[config.mk]
export PLATFORM = sky130hd
export DESIGN_NAME = mtbi_front
export DESIGN_NICKNAME = d
export VERILOG_FILES = /design/src/sv/mtbi_pkg.sv /design/src/sv/mtbi_front.sv
export SDC_FILE = /design/constraint.sdc
export NUM_CORES = 1
export LEC_CHECK = 0
export BUFFER_PORTS_ARGS = -buffer_cell sky130_fd_sc_hd__buf_2
export CAP_MARGIN = 20
export CORE_ASPECT_RATIO = 1.5
export CORE_MARGIN = 8
export CORE_UTILIZATION = 45
export DETAILED_ROUTE_END_ITERATION = 10
export PLACE_DENSITY = 0.79
export SLEW_MARGIN = 20
export SYNTH_ARGS = -nofsm -noshare
export SYNTH_HDL_FRONTEND = slang
export SYNTH_SLANG_ARGS = --single-unit
[constraint.sdc]
create_clock -name clk_i -period 15.6 [get_ports clk_i]
set_input_delay 2.34 -clock clk_i [delete_from_list [all_inputs] [get_ports clk_i]]
set_output_delay 2.34 -clock clk_i [all_outputs]
set_load 0.01 [all_outputs]
[src/sv/mtbi_pkg.sv]
package mtbi_pkg;

  localparam int unsigned MAX_ROWS_DEF    = 1024;
  localparam int unsigned MAX_COLUMNS_DEF = 16;
  localparam int unsigned QUEUE_DEPTH     = 4;

  localparam logic [1:0] CFG_CV1_COUNT = 2'd0;
  localparam logic [1:0] CFG_CV2_COUNT = 2'd1;
  localparam logic [1:0] CFG_VAR_COUNT = 2'd2;

  localparam logic OP_WRITE = 1'b0;
  localparam logic OP_QUERY = 1'b1;

  localparam logic STATUS_OK  = 1'b0;
  localparam logic STATUS_ERR = 1'b1;

  localparam logic [3:0] COL_CV1 = 4'd0;
  localparam logic [3:0] COL_CV2 = 4'd1;

  localparam logic [16:0]        ONE_Q16 = 17'd65536;
  localparam logic signed [31:0] Q16_MIN = 32'sh8000_0000;
  localparam logic signed [31:0] Q16_MAX = 32'sh7fff_ffff;

  typedef struct packed {
    logic               opcode;
    logic [9:0]         write_row;
    logic [3:0]         write_column;
    logic signed [31:0] write_value;
    logic signed [31:0] query_cv1;
    logic signed [31:0] query_cv2;
    logic [3:0]         query_column;
  } in_t;

  typedef struct packed {
    logic signed [31:0] interpolated_value;
    logic               status;
  } out_t;

  typedef struct packed {
    logic [10:0] cv1_count;
    logic [10:0] cv2_count;
    logic [4:0]  var_count;
    logic [21:0] rows;
    logic        sizes_ok;
  } cfg_t;

  typedef struct packed {
    logic err;
    in_t  item;
  } qent_t;

endpackage

[src/sv/mtbi_front.sv]
module mtbi_front
  import mtbi_pkg::*;
#(
  parameter int unsigned MAX_ROWS    = MAX_ROWS_DEF,
  parameter int unsigned MAX_COLUMNS = MAX_COLUMNS_DEF
) (
  input  logic        clk_i,
  input  logic        rst_ni,
  input  logic        cfg_we_i,
  input  logic [1:0]  cfg_idx_i,
  input  logic [10:0] cfg_data_i,
  input  logic        start_i,
  input  logic        full_i,
  input  in_t         in_i,
  output logic        push_o,
  output qent_t       entry_o,
  output cfg_t        cfg_o
);

  logic [10:0] cv1_q, cv2_q;
  logic [4:0]  var_q;
  logic [21:0] rows;
  logic        sizes_ok, qcol_ok, wr_ok, is_query;

  always_ff @(posedge clk_i or negedge rst_ni) begin
    if (!rst_ni) begin
      cv1_q <= 11'd2;
      cv2_q <= 11'd2;
      var_q <= 5'd2;
    end else if (cfg_we_i) begin
      case (cfg_idx_i)
        CFG_CV1_COUNT: cv1_q <= cfg_data_i;
        CFG_CV2_COUNT: cv2_q <= cfg_data_i;
        CFG_VAR_COUNT: var_q <= cfg_data_i[4:0];
        default: ;
      endcase
    end
  end

  assign rows     = 22'(cv1_q) * 22'(cv2_q);
  assign sizes_ok = (cv1_q >= 11'd2) && (cv2_q >= 11'd2) && (rows <= 22'(MAX_ROWS))
                    && (var_q >= 5'd2) && ({2'b00, var_q} <= 7'(MAX_COLUMNS));
  assign is_query = (in_i.opcode == OP_QUERY);
  assign qcol_ok  = ({1'b0, in_i.query_column} < var_q);
  assign wr_ok    = sizes_ok && (22'(in_i.write_row) < rows)
                    && ({1'b0, in_i.write_column} < var_q);

  assign push_o       = start_i && !full_i && (is_query || wr_ok);
  assign entry_o.err  = is_query && !(sizes_ok && qcol_ok);
  assign entry_o.item = in_i;

  assign cfg_o.cv1_count = cv1_q;
  assign cfg_o.cv2_count = cv2_q;
  assign cfg_o.var_count = var_q;
  assign cfg_o.rows      = rows;
  assign cfg_o.sizes_ok  = sizes_ok;

endmodule

==> out/results.ini <==
[outcome]
run_status=complete, no violations

[logic_synthesis]
ys_seq_elements=27
dominantRegCellSynth=sky130_fd_sc_hd__dfrtp_1
async_flop_share_pct=100
netlist-cell-type-count=51
synth-edff-count=0
synth.area.top_cells=sky130_fd_sc_hd__fa_1, sky130_fd_sc_hd__ha_1, sky130_fd_sc_hd__buf_4
synth_common_cells=sky130_fd_sc_hd__inv_1, sky130_fd_sc_hd__buf_4, sky130_fd_sc_hd__fa_1
area_of_the_mapped_netlist_um2=6610
synth_top_area_share_pct=24.2
synth-seq-area-share_pct=10.3
yosysTopAreaCell=sky130_fd_sc_hd__fa_1
cell_with_the_most_instances_after_synthesis=sky130_fd_sc_hd__inv_1
synth_area_per_cell_um2=8.72
synthesis.nets=1046
synthesis.yosys.warnings=0
synthesis.instances=758

[layout]
layout.nets=1018
antenna_cells_inserted=0
area_delta_synth_final_pct=-1.42
final_layout_size_suffix_gt1_share_pct=20.9
finish.instance_area_um2=6520
finalNonFillerCells=925

[floorplanning]
fp-row-count=54
die_w_um=115
dieHeight_um=164
core_um2=14500
io_pins=300
start_util_pct=45.7
design.die.area_um2=18900

[clock_tree]
later_pin_clock_latency_in_the_skew_report_ns=0.26
worst_setup_hold_path_clk_slew_ns=0.06
cts-hold-fix-buffers=0
cts.htree.levels=1
post-cts-setup-buffers=0
ctsResizeCount=0
ctsLongestPathBuffers=2
tritoncts=done
cts.sink_count=27
numCtsBuffers=3
clock_tree.root_cell=sky130_fd_sc_hd__clkbuf_16

[route]
drt_iter0_drc=240
viasPerCell=5.32
routed-via-count=4919
wirelength_um=16200
first_pass_iters=5
drtAntennaViolNets=0
dr_drc_count=0
route.detailed.wl_per_inst_um=17.5

[grt]
grt.total_usage_pct=17.3
grt_remaining_overflow=0
grt_first_pass_wirelength_um=26200
grt_start_max_net_pins=28
number_of_global_route_vias_before_repair=5264
grt_antenna_before_repair=0

[setup_path]
worst_setup_path_end_kind=primary output
crit_path_top_delay_cell=sky130_fd_sc_hd__dfrtp_1
timing.critical_path.mode_cell=sky130_fd_sc_hd__fa_1
critical_path.max_fanout=14
crit_path_max_incr_delay_ns=0.67
arrival_time_of_the_worst_setup_path_ns=6.28
worst-endpoint-required_ns=13.26
critical_path.cell_chain=nand2_1 > fa_1 > fa_1 > fa_1 > inv_1 > fa_1 > inv_1 > fa_1 > inv_1 > ha_1 > a211oi_1 > nor3_1 > a211oi_1 > o21ai_0 > xor2_1 > nor2_1 > nand4_1 > o41ai_2 > buf_2
timing.setup.critical_path_class=register to primary output
critical_path.startpoint_type=register

[timing]
period_share_pct=55.3
grt_setup_unrepaired=no
period_minus_slack_ns=8.62
max_slew.worst_pin.slew_ns=0.569
slew_headroom_pct=62.0
hold_viol_final=0
setup-tns-final_ns=0
clock_skew_ns=0
timing.final.max_slew_violations=0
finalSetupViolations=0
maxClockFrequency_ghz=0.116

[placement]
placed_cells_incl_taps=921
placedInstanceArea_um2=6440
port_buffers=107
place_congestion=0.930
dp_hpwl_um=13700

[hold_path]
type_of_the_tightest_min_delay_check=register to register

[run]
max_cap_violations=0

==> final timing paths <==
| path | start | to | slack (ns) | depth (start not counted) |
|---|---|---|---|---|
| max in group asynchronous | rst_ni | var_q[1]$_DFFE_PN1P_ | 13.16 | 1 |
| hold reg to reg | var_q[2]$_DFFE_PN0P_ | var_q[2]$_DFFE_PN0P_ | 0.62 | 1 |
| hold / removal | var_q[2]$_DFFE_PN0P_ | var_q[2]$_DFFE_PN0P_ | 0.62 | 1 |
| setup reg to reg | cv1_q[2]$_DFFE_PN0P_ | cv1_q[2]$_DFFE_PN0P_ | 14.53 | 1 |
| setup / recovery | cv1_q[5]$_DFFE_PN0P_ | push_o | 6.98 | 19 |
| min in group asynchronous | rst_ni | cv1_q[2]$_DFFE_PN0P_ | 2.07 | 1 |
==> routing by layer <==
metal  up-vias  track usage, %  share of wire [%]
met1      2399            17.5                 33
met2       205            33.0                 55
met4         0            10.5                5.7
met3        88            2.05                6.2
met5         -               0                  0
li1       2227               -                  -
==> critical path, delay by kind of cell, from the launching register on <==
family,cells,cell delay (ns)
xor gates and xnor gates,1,0.20
AOI/OAI and AO/OA,4,1.29
and+or+nand+nor,4,0.51
buffers and inverters,4,0.33
adders and majority gates,6,2.98
DFF,1,0.67
==> kinds of logic (layout without fill, tap and decap cells) <==
kind of cell | count (synthesis) | after routing | synth area share (%)
buffers and inverters | 261 | 232 | 21.4
AND/OR/NAND/NOR | 203 | 203 | 16.0
adder cells (fa/ha/maj) | 155 | 155 | 38.4
AO/OA/AOI/OAI | 70 | 70 | 7.29
multiplexers | 27 | 27 | 4.60
flip-flops | 27 | 27 | 10.3
XOR/XNOR | 15 | 15 | 1.99
==> metrics by stage <==
| stage | worst slack, ns | hold slack, ns | utilization, % |
|---|---|---|---|
| floorplan | 7.47 | 0.590 | - |
| global placement | 7.37 | 0.642 | 44.5 |
| detailed placement | 7.30 | 0.631 | 44.5 |
| CTS | 6.99 | 0.647 | 45.1 |
| global route | 6.65 | 0.662 | 45.1 |
| finish | 6.98 | 0.619 | 45.1 |
==> layout make-up <==
class / count / area [um^2]
clock buffer: 3 / 75.1
clock inverter: 1 / 7.51
fill: 1413 / 7940
inverter: 120 / 450
multi-input combinational: 470 / 4520
sequential: 27 / 679
tap: 196 / 245
timing repair buffer: 108 / 543
==> state kept, by name (all words and copies together), names as in the netlist <==
name and flops:
cv1_q 11, cv2_q 11, var_q 5
==> placed cells by master (no fill, tap or decap), types with 3 or more instances in the layout <==
master	netlist	layout
sky130_fd_sc_hd__buf_2	0	107
sky130_fd_sc_hd__nand3_1	7	7
sky130_fd_sc_hd__and2_1	68	68
sky130_fd_sc_hd__clkbuf_16	0	3
sky130_fd_sc_hd__mux2_2	27	27
sky130_fd_sc_hd__nand3b_1	4	4
sky130_fd_sc_hd__a21oi_1	18	18
sky130_fd_sc_hd__nor3_1	14	14
sky130_fd_sc_hd__inv_1	120	120
sky130_fd_sc_hd__xor2_1	7	7
sky130_fd_sc_hd__dfstp_2	3	3
sky130_fd_sc_hd__ha_1	75	75
sky130_fd_sc_hd__nor2_1	20	20
sky130_fd_sc_hd__o21ai_0	20	20
sky130_fd_sc_hd__dfrtp_1	24	24
sky130_fd_sc_hd__nor4_1	7	7
sky130_fd_sc_hd__a21o_1	11	11
sky130_fd_sc_hd__nand4_1	3	3
sky130_fd_sc_hd__nand2_1	64	64
sky130_fd_sc_hd__xnor2_1	8	8
sky130_fd_sc_hd__fa_1	80	80
sky130_fd_sc_hd__nand2b_1	3	3
Power is not shown: default switching activity piles up to over one toggle a cycle in this logic, so the estimate is an artifact.
