<file path="config.mk">
export PLATFORM = sky130hd
export DESIGN_NAME = mtbi_fifo
export DESIGN_NICKNAME = d
export VERILOG_FILES = /design/src/sv/mtbi_pkg.sv /design/src/sv/mtbi_fifo.sv
export SDC_FILE = /design/constraint.sdc
export NUM_CORES = 1
export LEC_CHECK = 0
export BUFFER_PORTS_ARGS = -buffer_cell sky130_fd_sc_hd__buf_2
export CORE_ASPECT_RATIO = 0.7
export CORE_MARGIN = 5
export CORE_UTILIZATION = 33
export DETAILED_ROUTE_END_ITERATION = 8
export PLACE_DENSITY = 0.57
export SETUP_SLACK_MARGIN = 0.05
export SKIP_LAST_GASP = 1
export SLEW_MARGIN = 20
export SYNTH_ARGS = -nofsm -noshare
export SYNTH_HDL_FRONTEND = slang
export SYNTH_SLANG_ARGS = --single-unit
</file>
<file path="constraint.sdc">
create_clock -name clk_i -period 6.6 [get_ports clk_i]
set_input_delay 0.33 -clock clk_i [delete_from_list [all_inputs] [get_ports clk_i]]
set_output_delay 0.33 -clock clk_i [all_outputs]
set_load 0.01 [all_outputs]
</file>
<file path="src/sv/mtbi_pkg.sv">
package mtbi_pkg;

  localparam int unsigned MAX_ROWS_DEF    = 1024;
  localparam int unsigned MAX_COLUMNS_DEF = 16;
  localparam int unsigned QUEUE_DEPTH     = 4;

  localparam logic [1:0] CFG_CV1_COUNT = 2'd0;
  localparam logic [1:0] CFG_CV2_COUNT = 2'd1;
  localparam logic [1:0] CFG_VAR_COUNT = 2'd2;

  localparam logic OP_WRITE = 1'b0;
  localparam logic OP_QUERY = 1'b1;

  localparam logic STATUS_OK  = 1'b0;
  localparam logic STATUS_ERR = 1'b1;

  localparam logic [3:0] COL_CV1 = 4'd0;
  localparam logic [3:0] COL_CV2 = 4'd1;

  localparam logic [16:0]        ONE_Q16 = 17'd65536;
  localparam logic signed [31:0] Q16_MIN = 32'sh8000_0000;
  localparam logic signed [31:0] Q16_MAX = 32'sh7fff_ffff;

  typedef struct packed {
    logic               opcode;
    logic [9:0]         write_row;
    logic [3:0]         write_column;
    logic signed [31:0] write_value;
    logic signed [31:0] query_cv1;
    logic signed [31:0] query_cv2;
    logic [3:0]         query_column;
  } in_t;

  typedef struct packed {
    logic signed [31:0] interpolated_value;
    logic               status;
  } out_t;

  typedef struct packed {
    logic [10:0] cv1_count;
    logic [10:0] cv2_count;
    logic [4:0]  var_count;
    logic [21:0] rows;
    logic        sizes_ok;
  } cfg_t;

  typedef struct packed {
    logic err;
    in_t  item;
  } qent_t;

endpackage

</file>
<file path="src/sv/mtbi_fifo.sv">
module mtbi_fifo
  import mtbi_pkg::*;
(
  input  logic  clk_i,
  input  logic  rst_ni,
  input  logic  push_i,
  input  qent_t data_i,
  input  logic  pop_i,
  output qent_t data_o,
  output logic  full_o,
  output logic  empty_o
);

  localparam int unsigned PW = $clog2(QUEUE_DEPTH);
  localparam int unsigned CW = $clog2(QUEUE_DEPTH + 1);

  qent_t          mem_q [QUEUE_DEPTH];
  logic [PW-1:0]  wr_q, wr_d, rd_q, rd_d;
  logic [CW-1:0]  cnt_q, cnt_d;

  always_comb begin
    wr_d  = push_i ? PW'(wr_q + 1'b1) : wr_q;
    rd_d  = pop_i ? PW'(rd_q + 1'b1) : rd_q;
    cnt_d = cnt_q;
    if (push_i && !pop_i) begin
      cnt_d = CW'(cnt_q + 1'b1);
    end else if (!push_i && pop_i) begin
      cnt_d = CW'(cnt_q - 1'b1);
    end
  end

  always_ff @(posedge clk_i or negedge rst_ni) begin
    if (!rst_ni) begin
      wr_q  <= '0;
      rd_q  <= '0;
      cnt_q <= '0;
    end else begin
      wr_q  <= wr_d;
      rd_q  <= rd_d;
      cnt_q <= cnt_d;
    end
  end

  always_ff @(posedge clk_i) begin
    if (push_i) begin
      mem_q[wr_q] <= data_i;
    end
  end

  assign data_o  = mem_q[rd_q];
  assign full_o  = (cnt_q == CW'(QUEUE_DEPTH));
  assign empty_o = (cnt_q == '0);

endmodule

</file>
==> impl_metrics.csv, run 1 <==
group,metric,value,unit
global_route,grt_pass1_vias,8931,
logic_synthesis,synth.largest_area_cell,"edfxtp_1",
logic_synthesis,syn-cell-area,0.0171,sq mm
route,routed-via-count,8053,
critical_path,cp.required,6.27,ns
die,die_w,282,microns
route,post_drt_wl_per_cell,20.1,microns
route,firstDrtPassIters,4,
logic_synthesis,syn_inst,640,
final_layout,post-route-util,42.6,%
final_layout,final_common_cell,"edfxtp_1",
route,ant_nets,0,
placed_design,place_area,0.0191,sq mm
clocking,cts.path.max_buffers,3,
power_and_ir_drop,design_power_total,9.20,mW
critical_path,cp-end-kind,"primary output",
status,outcome,"finished clean",
clocking,cts_sinks,471,
placed_design,place.gp.congestion,0.674,
die,row_count,69,
clocking,htreeDepth,2,
logic_synthesis,ys_warn_count,0,
logic_synthesis,yosys-top-cells-area,"edfxtp_1 82%, mux4_2 15%, dfrtp_1 1.0%",
clocking,clock-root-buffer,"clkbuf_16",
global_route,grt_pass1_wl,53500,microns
logic_synthesis,synth_top_area_share,81.5,%
critical_path,reg2regPathDepth,4,
power_and_ir_drop,leakagePower,7.39,nW
clocking,cts_tree,"built",
sta,holdWs,0.0790,ns
global_route,grt_max_degree,71,
global_route,antenna_found_initial,6,
die,initial_core_util,33.5,%
route,wirelength,35000,microns
sta,finalHoldViolCount,0,
job,maxCapViolations,0,
die,design.die.area,0.0565,sq mm
logic_synthesis,syn_area_per_cell,26.7,sq um
final_layout,nNetsFinal,1155,
sta,tightest_slew,1.05,ns
critical_path,r2r_start,"wr_q[0]$_DFFE_PN0P_",
critical_path,start_kind,"flop",
sta,final.setup.tns,0,ns
clocking,clock_latency,0.56,ns
worst_hold_path,hold_depth,2,
logic_synthesis,ys_ff_latch,471,
worst_hold_path,hold_end,"wr_q[0]$_DFFE_PN0P_",
critical_path,worst_r2r_endpoint,"mem_q[0][61]$_DFFE_PP_",
final_layout,fillers,4396,
global_route,grtUsageTotal,12.3,%
critical_path,cp-startpoint,"rd_q[0]$_DFFE_PN0P_",
critical_path,path_max_fanout,34,
die,die_h,200,microns
logic_synthesis,ys_seq_area_share,82.5,%
route,drc,0,
clocking,cts_setup_buffers,0,
clocking,cts_buffers,47,
critical_path,r2r_slack,3.87,ns
sta,setup_violations,0,
sta,timing.slew.headroom,29.7,%
power_and_ir_drop,ir_worst_vdd,0.000239,V
route,avgViaCountPerCell,4.63,
clocking,clk_pin_slew,0.06,ns
route,drtIter0Drc,344,
final_layout,drive_above_1_share,41.3,%
die,ios,238,
worst_hold_path,hold_path_class,"in2reg",
sta,post-route-period-util,45.7,%
die,core_area,0.0510,sq mm
critical_path,crit_arrival,2.69,ns
logic_synthesis,synth.distinct_cells,20,
sta,skew,0.0145,ns
logic_synthesis,syn_nets,766,
worst_hold_path,hp-start,"push_i",
global_route,grt_overflow,0,
power_and_ir_drop,powerDensity,424,mW/mm^2
sta,rsz0062_at_grt,"no",
final_layout,area_growth,27.0,%
placed_design,hpwl,20000,microns
sta,period_needed,3.02,ns
final_layout,final_cell_mix,"464 x edfxtp_1, 237 x buf_2, 118 x dlygate4sd3_1",
placed_design,io_buffers,237,
sta,maxSlewViolCount,0,
final_layout,fin_area,0.0217,sq mm
sta,fmax,0.331,GHz
critical_path,path_class,"reg2out",
## worst max path at each step
stage | end | cells after the start | slack (ns)
3_5_place_dp | mem_q[0][79]$_DFFE_PP_ | 4 | 3.77
5_1_grt | data_o[62] | 3 | 3.35
4_1_cts | data_o[62] | 3 | 3.43
3_3_place_gp | mem_q[0][79]$_DFFE_PP_ | 4 | 3.82
6_report | data_o[62] | 3 | 3.58
2_1_floorplan | mem_q[2][0]$_DFFE_PP_ | 3 | 2.83
## metrics by stage
step / setup WS (ns) / std cells
after floorplan: 2.83 / 640
after global placement: 3.82 / 1536
after detailed placement: 3.77 / 1536
after CTS: 3.43 / 1737
after global routing: 3.35 / 1739
final: 3.58 / 1740
## worst max-delay path: stages (launching register included)
cell and delay [ns]:
dfrtp_4 0.64, buf_4 0.65, mux4_2 0.63, buf_2 0.16
## kinds of logic after synthesis
kind of cell    count (synthesis)  share of synthesized area, %
mux                           117                          15.3
xor+xnor                        6                         0.307
flops                         471                          82.5
compound gates                  1                        0.0292
simple gates                    9                         0.285
fa+ha+maj                       6                         0.483
buf+inv                        30                          1.02
## synth_stat cells
library cell and number:
edfxtp_1 464, mux4_2 116, buf_2 13, dfrtp_1 7
clkbuf_1 6, ha_1 5, and2_1 4, inv_1 4
xor2_1 4, buf_4 3, buf_6 3, nand2_1 2
xnor2_1 2, buf_8 1, fa_1 1, mux2_2 1
nor2_1 1, nor3_1 1, nor3b_1 1, o21ai_0 1
## state kept, by name, summed over array words and instances (netlist names)
name and flops:
rd_q 2, wr_q 2, cnt_q 3, mem_q 464
## power by group
| group | internal, mW | total, mW | switching [mW] | leakage (nW) |
|---|---|---|---|---|
| logic | 1.18 | 2.58 | 1.40 | 2.34 |
| clock network | 1.43 | 2.52 | 1.09 | 0.708 |
| registers | 3.92 | 4.10 | 0.179 | 4.34 |
## repair_timing
action	in CTS	in global routing
hold buffers	118	0
endpoints found under the setup margin	0	0
resized for setup	0	0
endpoints found under the hold margin	472	0
## cell type report
type	count	area (sq um)	area share [%]
antenna	3	7.51	0.0346
clock buffer	55	1210	5.56
clock inverter	28	238	1.09
inverter	4	15.0	0.0692
multi-input combinational	139	2820	13.0
sequential	471	14100	65.0
tap	674	843	3.88
timing repair buffer	366	2460	11.3
## per-layer routing
metal  vias to the layer above  part of all wire, %  track usage, %
li1                       3550                    -               -
met1                      4212                   44            16.9
met2                       227                   46            18.9
met3                        58                  7.8            4.05
met4                         6                  2.0            3.23
met5                         -                0.080               0
(Power assumes the default switching activity.)
==> run 2: changes to the inputs <==
- PLACE_DENSITY: 0.57 -> 0.59
- clock period: 6.6 -> 2.58 ns (I/O delays scaled with it)
==> run 2 against run 1 <==
Wire length grew 4.3%. Utilization grew 1.0 points. Via count up 1.9%. Non-clock buffer count rose by 28. Clock-buffer cell count unchanged. Combinational power rose to 2.8 times the previous value. Global-route usage up 0.53 points.
==> impl_metrics.csv, run 2 (synthesis gave the netlist of run 1 again) <==
group,metric,value,unit
status,outcome,"finished clean",
sta,tightest_slew,0.627,ns
die,die_h,200,microns
clocking,cts_tree,"built",
global_route,grt_overflow,0,
sta,timing.slew.headroom,58.2,%
route,drc,0,
placed_design,io_buffers,237,
global_route,grt_max_degree,53,
critical_path,cp.required,2.45,ns
critical_path,path_class,"reg2out",
final_layout,largest_reg_flops,464,
power_and_ir_drop,ir_worst_vdd,0.000624,V
sta,fmax,0.423,GHz
critical_path,cp-end-kind,"primary output",
power_and_ir_drop,design_power_total,24.4,mW
sta,setup_violations,0,
sta,post-route-period-util,91.7,%
die,design.die.area,0.0565,sq mm
sta,final.setup.tns,0,ns
clocking,htreeDepth,2,
final_layout,fillers,4368,
worst_hold_path,hp-start,"data_i[115]",
clocking,clock-root-buffer,"clkbuf_16",
critical_path,crit_arrival,2.24,ns
clocking,cts.path.max_buffers,3,
power_and_ir_drop,powerDensity,1100,mW/mm^2
route,wirelength,36500,microns
final_layout,final_cell_mix,"464 x edfxtp_1, 237 x buf_2, 120 x dlygate4sd3_1",
sta,maxSlewViolCount,0,
route,avgViaCountPerCell,4.64,
global_route,grtUsageTotal,12.8,%
clocking,cts_sinks,471,
sta,holdWs,0.321,ns
job,maxCapViolations,0,
final_layout,drive_above_1_share,42.5,%
critical_path,path_max_fanout,11,
die,core_area,0.0510,sq mm
critical_path,r2r_slack,0.73,ns
route,routed-via-count,8203,
final_layout,nNetsFinal,1182,
die,ios,238,
route,post_drt_wl_per_cell,20.6,microns
die,initial_core_util,33.5,%
critical_path,r2r_start,"wr_q[0]$_DFFE_PN0P_",
final_layout,top_register,"mem_q",
sta,period_needed,2.37,ns
clocking,clk_pin_slew,0.06,ns
sta,rsz0062_at_grt,"no",
route,firstDrtPassIters,6,
critical_path,start_kind,"flop",
route,drtIter0Drc,581,
power_and_ir_drop,leakagePower,7.64,nW
placed_design,place.gp.congestion,0.691,
sta,skew,0.00709,ns
die,row_count,69,
route,ant_nets,0,
global_route,grt_pass1_wl,56000,microns
sta,finalHoldViolCount,0,
final_layout,multiInputGateArea,0.00282,sq mm
critical_path,cp-startpoint,"rd_q[0]$_DFFE_PN0P_",
final_layout,final_common_cell,"edfxtp_1",
clocking,clock_latency,0.56,ns
worst_hold_path,hold_path_class,"in2reg",
final_layout,area_growth,30.1,%
die,die_w,282,microns
final_layout,seqCellArea,0.0141,sq mm
clocking,cts_buffers,46,
global_route,grt_pass1_vias,9124,
global_route,antenna_found_initial,3,
placed_design,hpwl,22600,microns
final_layout,top_regs,"mem_q x464, cnt_q x3",
-- run 2: power by group --
part / internal, mW / switching [mW]
registers: 9.99 / 0.461
clock network: 3.84 / 2.78
logic: 3.50 / 3.79
total: 17.3 / 7.03
-- run 2: stage by stage --
| step | setup WS, ns | util, % | std cells | instance area [sq um] |
|---|---|---|---|---|
| 2_1_floorplan | 0.0917 | - | 640 | 17100 |
| 3_3_place_gp | 0.614 | 38.3 | 1561 | 19500 |
| 3_5_place_dp | 0.607 | 38.3 | 1561 | 19500 |
| 4_1_cts | 0.117 | 43.6 | 1765 | 22200 |
| 5_1_grt | 0.0903 | 43.6 | 1766 | 22200 |
| 6_report | 0.215 | 43.6 | 1766 | 22200 |
-- run 2: final cells by class --
| type | count | share of cell area, % |
|---|---|---|
| tap | 674 | 3.79 |
| timing repair buffer | 394 | 13.3 |
| clock inverter | 28 | 1.07 |
| antenna | 1 | 0.0113 |
| sequential | 471 | 63.5 |
| multi-input combinational | 139 | 12.7 |
| clock buffer | 55 | 5.62 |
| inverter | 4 | 0.0675 |
-- run 2: critical path, stage by stage, from the launching register on --
cell and delay [ns]:
dfrtp_4 0.63, buf_4 0.31, mux4_2 0.56, buf_2 0.16
-- run 2: metal layers --
metal,share of wire [%],vias up,wire [microns],global-route usage (%)
met5,0.052,-,19,0
met4,1.9,4,684,3.04
met3,5.6,56,2050,3.27
met2,48,197,17500,20.7
met1,45,4345,16200,17.6
li1,-,3601,-,-
-- run 2: final timing paths --
check	end	cells after the start
max	data_o[61]	3
max in group asynchronous	rd_q[0]$_DFFE_PN0P_	3
min in group asynchronous	rd_q[1]$_DFFE_PN0P_	3
min reg2reg	cnt_q[2]$_DFFE_PN0P_	1
min	mem_q[3][115]$_DFFE_PP_	2
max reg2reg	mem_q[0][70]$_DFFE_PP_	4
-- run 2: repair_timing --
item,CTS,global route
hold buffers,120,0
endpoints found under the hold margin,476,0
endpoints found under the setup margin,40,0
buffers inserted,1,0
gates resized for setup,0,0
